**config.mk**
```make
export PLATFORM = sky130hd
export DESIGN_NAME = rst_div_cell
export DESIGN_NICKNAME = d
export VERILOG_FILES = /design/src/sv/rectified_stereo_triangulation_macros.svh /design/src/sv/rst_pkg.sv /design/src/sv/rst_div_cell.sv
export SDC_FILE = /design/constraint.sdc
export NUM_CORES = 1
export LEC_CHECK = 0
export BUFFER_PORTS_ARGS = -buffer_cell sky130_fd_sc_hd__buf_2
export CAP_MARGIN = 25
export CORE_AREA = 2 2 184 186
export CTS_CLUSTER_DIAMETER = 80
export DETAILED_ROUTE_END_ITERATION = 10
export DIE_AREA = 0 0 186 188
export GPL_ROUTABILITY_DRIVEN = 0
export GPL_TIMING_DRIVEN = 1
export HOLD_SLACK_MARGIN = 0.05
export PLACE_DENSITY = 0.67
export REMOVE_ABC_BUFFERS = 1
export SYNTH_ARGS = -nofsm -noshare
export SYNTH_HDL_FRONTEND = slang
export SYNTH_SLANG_ARGS = --single-unit
```
**constraint.sdc**
```tcl
create_clock -name clock -period 15 [get_ports clock]
set_input_delay 3 -clock clock [delete_from_list [all_inputs] [get_ports clock]]
set_output_delay 3 -clock clock [all_outputs]
set_load 0.01 [all_outputs]
```
**src/sv/rectified_stereo_triangulation_macros.svh**
```systemverilog
// Assertion macros shared by the triangulation RTL.
`ifndef RECTIFIED_STEREO_TRIANGULATION_MACROS_SVH
`define RECTIFIED_STEREO_TRIANGULATION_MACROS_SVH

// Clocked implication checked outside reset.
`define RST_ASSERT(label, clk, rst, prop, msg) \
   label: assert property (@(posedge clk) disable iff (rst) (prop)) else $error(msg);

// Clocked property checked during reset as well.
`define RST_ASSERT_ALWAYS(label, clk, prop, msg) \
   label: assert property (@(posedge clk) (prop)) else $error(msg);

`endif

```
**src/sv/rst_pkg.sv**
```systemverilog
// Shared widths, register indexes and the divider chain record.
package rst_pkg;

   localparam int COORD_BITS = 16;
   localparam int INDEX_BITS = 16;
   localparam int CFG_BITS   = 16;
   localparam int MEAS_BITS  = 16;
   localparam int CSR_IDX_BITS = 8;

   localparam int DIFF_BITS = COORD_BITS + 1;
   localparam int YSUM_BITS = COORD_BITS + 2;
   localparam int DIV_BITS  = COORD_BITS + 1;
   localparam int DVD_BITS  = (COORD_BITS + 17 > 32) ? COORD_BITS + 17 : 32;

   localparam int IN_RAW_BITS = 4 * COORD_BITS + INDEX_BITS;
   localparam int IN_BITS     = ((IN_RAW_BITS + 7) / 8) * 8;
   localparam int OUT_RAW_BITS = 32 + 32 + 31 + 3 * MEAS_BITS;
   localparam int OUT_BITS     = ((OUT_RAW_BITS + 7) / 8) * 8;

   typedef enum logic [CSR_IDX_BITS-1:0] {
      REG_FOCAL    = 8'd0,
      REG_CENTER_X = 8'd1,
      REG_CENTER_Y = 8'd2,
      REG_BASELINE = 8'd3,
      REG_MIN_DISP = 8'd4,
      REG_MAX_ROW  = 8'd5
   } reg_index_type;

   // One division lane: partial remainder and a word that shifts dividend
   // bits out at the top while quotient bits enter at the bottom.
   typedef struct packed {
      logic [DIV_BITS-1:0] rem;
      logic [DVD_BITS-1:0] dq;
   } lane_type;

   typedef struct packed {
      logic                  valid;
      logic                  keep;
      logic                  x_neg;
      logic                  y_neg;
      logic [DIV_BITS-1:0]   div_d;
      logic [DIV_BITS-1:0]   div_2d;
      lane_type              lane_z;
      lane_type              lane_x;
      lane_type              lane_y;
      logic [COORD_BITS-1:0] col;
      logic [COORD_BITS-1:0] row;
      logic [INDEX_BITS-1:0] idx;
   } cell_data_type;

endpackage

```
**src/sv/rst_div_cell.sv**
```systemverilog
// One restoring-division cell: produces one quotient bit for each of three lanes.
module rst_div_cell (
   input  logic                   clock,
   input  logic                   reset,
   input  logic                   enable,
   input  rst_pkg::cell_data_type data_in,
   output rst_pkg::cell_data_type data_out
);
   import rst_pkg::*;

   cell_data_type data_ff, data_in_q;

   function automatic lane_type lane_step(lane_type l, logic [DIV_BITS-1:0] dv);
      logic [DIV_BITS:0] sh;
      logic              ge;
      lane_type          r;
      sh = {l.rem, l.dq[DVD_BITS-1]};
      ge = (sh >= {1'b0, dv});
      r.rem = ge ? DIV_BITS'(sh - {1'b0, dv}) : sh[DIV_BITS-1:0];
      r.dq  = {l.dq[DVD_BITS-2:0], ge};
      return r;
   endfunction

   always_comb begin
      data_in_q = data_in;
      data_in_q.lane_z = lane_step(data_in.lane_z, data_in.div_d);
      data_in_q.lane_x = lane_step(data_in.lane_x, data_in.div_d);
      data_in_q.lane_y = lane_step(data_in.lane_y, data_in.div_2d);
   end

   always_ff @(posedge clock) begin
      if (reset) begin
         data_ff.valid <= 1'b0;
      end else if (enable) begin
         data_ff <= data_in_q;
      end
   end

   assign data_out = data_ff;

endmodule

```
Word-level counts from Yosys, hierarchy flattened

Index checks and enable logic that the tools add are counted.

Register bits after elaboration: 236
Bits of input ports: 239
Output and inout bits: 236
Word-level logic and storage cells: 26

Add/subtract/negate cells: 3
$lt $le $gt $ge: 3
Multiplexer cells: 3
Bitwise gates (word level): 1
Reductions and logical operators: 1

Operators with widths:

| cell                           | count |
|---|---|
| >= comparator 18 x 17 -> 1 bit | 3 |
| 2-to-1 mux 17 bit              | 3 |
| subtractor 17 bit              | 3 |
| AND reduction 2 bit            | 1 |
| NOT 1 bit                      | 1 |

Depth between registers and ports, before layout

Word-level depth: 2
Depth in mapped cells: 13
Mapped depth without buffers: 11

Worst setup path after synthesis

Ideal clock, no wire load.

Path type: input to register
Start: input port reset
End: register data_ff (netlist bit data_out[0]) (enable)
Library setup time: 0.867 ns
Data arrival time: 13.394 ns
Data required time: 14.133 ns
Path slack: 0.739 ns
Stages on the path: 1
Buffers on the path: 0
Path through: nor2b_1

Cells in the longest elaborated chain, start to end: 2

RTL lines:

| element                              | line               | text |
|---|---|---|
| start: declaration                   | rst_div_cell.sv:4  | `input logic reset,` |
| NOT 1 bit (no source line)           | --                 |  |
| AND reduction 2 bit (no source line) | --                 |  |
| end signal: assignment               | rst_div_cell.sv:35 | `data_ff <= data_in_q;` |
| end: declaration                     | rst_div_cell.sv:11 | `cell_data_type data_ff, data_in_q;` |

Every way passes these cells.
A chain may end at the register's enable or synchronous reset.

==> flow_summary.toml <==
[synthesis]
synth_area_um2 = 10200
ys_ff_latch = 236
synthArstFlopShare = 0
ys.flop_type = "edfxtp_1"
synth_top_area_frac = 0.695
ys_types = 52
syn_inst = 669
synth_area_leader_cell = "edfxtp_1"
synth-seq-area-share = 0.697
yosysMostFrequentCell = "edfxtp_1"
syn_avg_cell_area_um2 = 15.2
synth_warnings = 0
synth_edf_count = 235
synth_top_cells_by_count = "235 x edfxtp_1, 51 x ha_1, 47 x inv_1, 45 x a21oi_1, 40 x nand2_1"
netlist_top_cells_area = "edfxtp_1 69%, ha_1 6.3%, a21oi_1 2.2%"

[worst_setup_path]
worst-path-buf-inv = 3
max_stage_delay_ns = 0.93
crit_top_cell = "inv_1"
critPathKind = "input port to flip-flop"
cp_max_fo = 18
cp-start-kind = "input port"
crit_required_ns = 15.29
crit_chain = "buf_2, inv_1, ha_1, inv_1, fa_1, a21o_1, a21oi_2, nor2_1, o311ai_1, a31oi_1, or4_1, mux2_4"
cp-end-kind = "flip-flop"
cp_top_family = "simple AND/OR/NAND/NOR gates"
crit_arrival_ns = 6.06
cpMaxStageDelayCell = "or4_1"

[timing]
slew_headroom = 0.361
worst_slack_ns = 9.24
fin_crit_ns = 5.76
maxClockFrequency_mhz = 173
rsz0062_at_grt = "false"
slew_violations = 0
tns_ns = 0
fin_skew_ns = 0
setup_viol = 0
finalHoldViolations = 0
worst_pin_slew_ns = 0.959
post-route-period-util = 0.384

[pwr]
p_int_w = 0.00124
switchingPower_w = 0.000435
swShare = 0.260
totalPowerFinal_w = 0.00167
p_per_area_nw_per_um2 = 121
irDropWorstVdd_mv = 0.0863
clkPwrFrac = 0.357
leakagePower_nw = 5.99
p_comb_frac = 0.165
seq_power_share = 0.478

[finish]
final-seq-area_um2 = 7080
final_nets = 1462
final_util = 0.419
drive_above_1_share = 0.463
n_fill_cell = 3100
area_delta_synth_final_pct = 36.8
multi_input_area_um2 = 2860
largest_reg_flops = 236
fin_cells = 1642

[cts]
cts_max_path_buffers = 3
cts_resized = 0
post_cts_buffers = 0
path_clk_slew_ns = 0.06
cts_tree = "built"
cts_max_level = 1
numCtsBuffers = 27
cts_sinks = 236
cts.hold.buffers_added = 0
clk-insertion-delay-late_ns = 0.55
clockRootBuffer = "clkbuf_16"

[placement]
place_ws_ns = 8.67
dp.cells = 1588
io_buffers = 474
hpwlAfterDp_um = 24100

[grt]
grt_pass1_wl_um = 44700
antenna_found_initial = 10
track_usage = 0.168
grt-ovfl-total = 0
grt_pass1_vias = 7683
grt_max_degree = 167

[routing]
wl_per_cell_um = 18.8
vias_per_cell = 4.62
drc_errors = 0
initialDrtViolationCount = 437
num_vias = 7581
detail_route.wirelength_um = 30900
drtAntennaViolNets = 0
firstDrtPassIters = 5

[job]
maxCapViolCount = 0

[floorplan]
die_w_um = 186
core-area_um2 = 33100
design.die.area_um2 = 35000
pin_count = 475
initial_core_util = 0.307
rows = 67
die_y_um = 188

[min_path]
hold_class = "flip-flop to flip-flop"

[outcome]
status = "complete, no violations"
-- cell usage in the layout, fill, tap and decap left out, drive strengths merged, types with 8 or more instances in the layout --
master  instances
buf           477
edfxtp        235
ha             51
inv            49
a21oi          47
nand2          40
nor2           31
clkbuf         31
o21ai          29
mux2           26
xnor2          24
xor2           18
a21o           15
clkinv         14
nand3          11
nor3            8
o21a            8
-- per-stage QoR --
step | hold WS, ns | area (µm²)
floorplan | 0.528 | 10100
global placement | 0.475 | 13100
detailed placement | 0.499 | 13100
CTS | 0.513 | 13900
global route | 0.538 | 13900
finish | 0.513 | 13900
-- worst min-delay path, stage by stage (launching register included) --
cell and delay (ns):
dfxtp_1 0.33, mux2i_1 0.06, nor2_1 0.08
-- logic make-up after synthesis --
| logic type | Yosys count | synth area share |
|---|---|---|
| xor gates and xnor gates | 42 | 0.0362 |
| adders and majority gates | 54 | 0.0688 |
| DFF | 236 | 0.697 |
| AOI/OAI and AO/OA | 139 | 0.0887 |
| buffers and inverters | 54 | 0.0225 |
| muxes | 28 | 0.0338 |
| and+or+nand+nor | 116 | 0.0531 |
-- final timing paths --
kind                            cells past startpoint             to     startpoint  slack, ns
worst min-delay path                                2  data_out[235]  data_out[235]       0.51
worst max register to register                      2  data_out[235]  data_out[235]      14.42
worst max-delay path                               12  data_out[194]   data_in[180]       9.24
worst min register to register                      2  data_out[235]  data_out[235]       0.51
-- layout make-up --
class | instances | area share
Timing Repair Buffer | 477 | 0.173
Multi-Input combinational cell | 379 | 0.206
Clock inverter | 18 | 0.00766
Sequential cell | 236 | 0.509
Antenna cell | 5 | 0.000901
Inverter | 48 | 0.0130
Clock buffer | 31 | 0.0497
Tap cell | 448 | 0.0404
-- power by group through the flow --
stage | logic, W | clock network (W) | registers [W]
floorplan | 0.000126 | 0 | 0.000853
global placement | 0.000272 | 0 | 0.000815
detailed placement | 0.000277 | 0 | 0.000815
CTS | 0.000278 | 0.000615 | 0.000802
global route | 0.000303 | 0.000639 | 0.000806
finish | 0.000276 | 0.000597 | 0.000801
-- per-layer routing --
metal  global-route usage  wire [µm]  part of all wire
met4               0.0563       1070             0.035
met1                0.193      11800              0.38
met2                0.296      15300              0.49
met5                    0         69            0.0022
met3               0.0534       2750             0.089
Note: power is estimated with default switching activity, not from simulation.
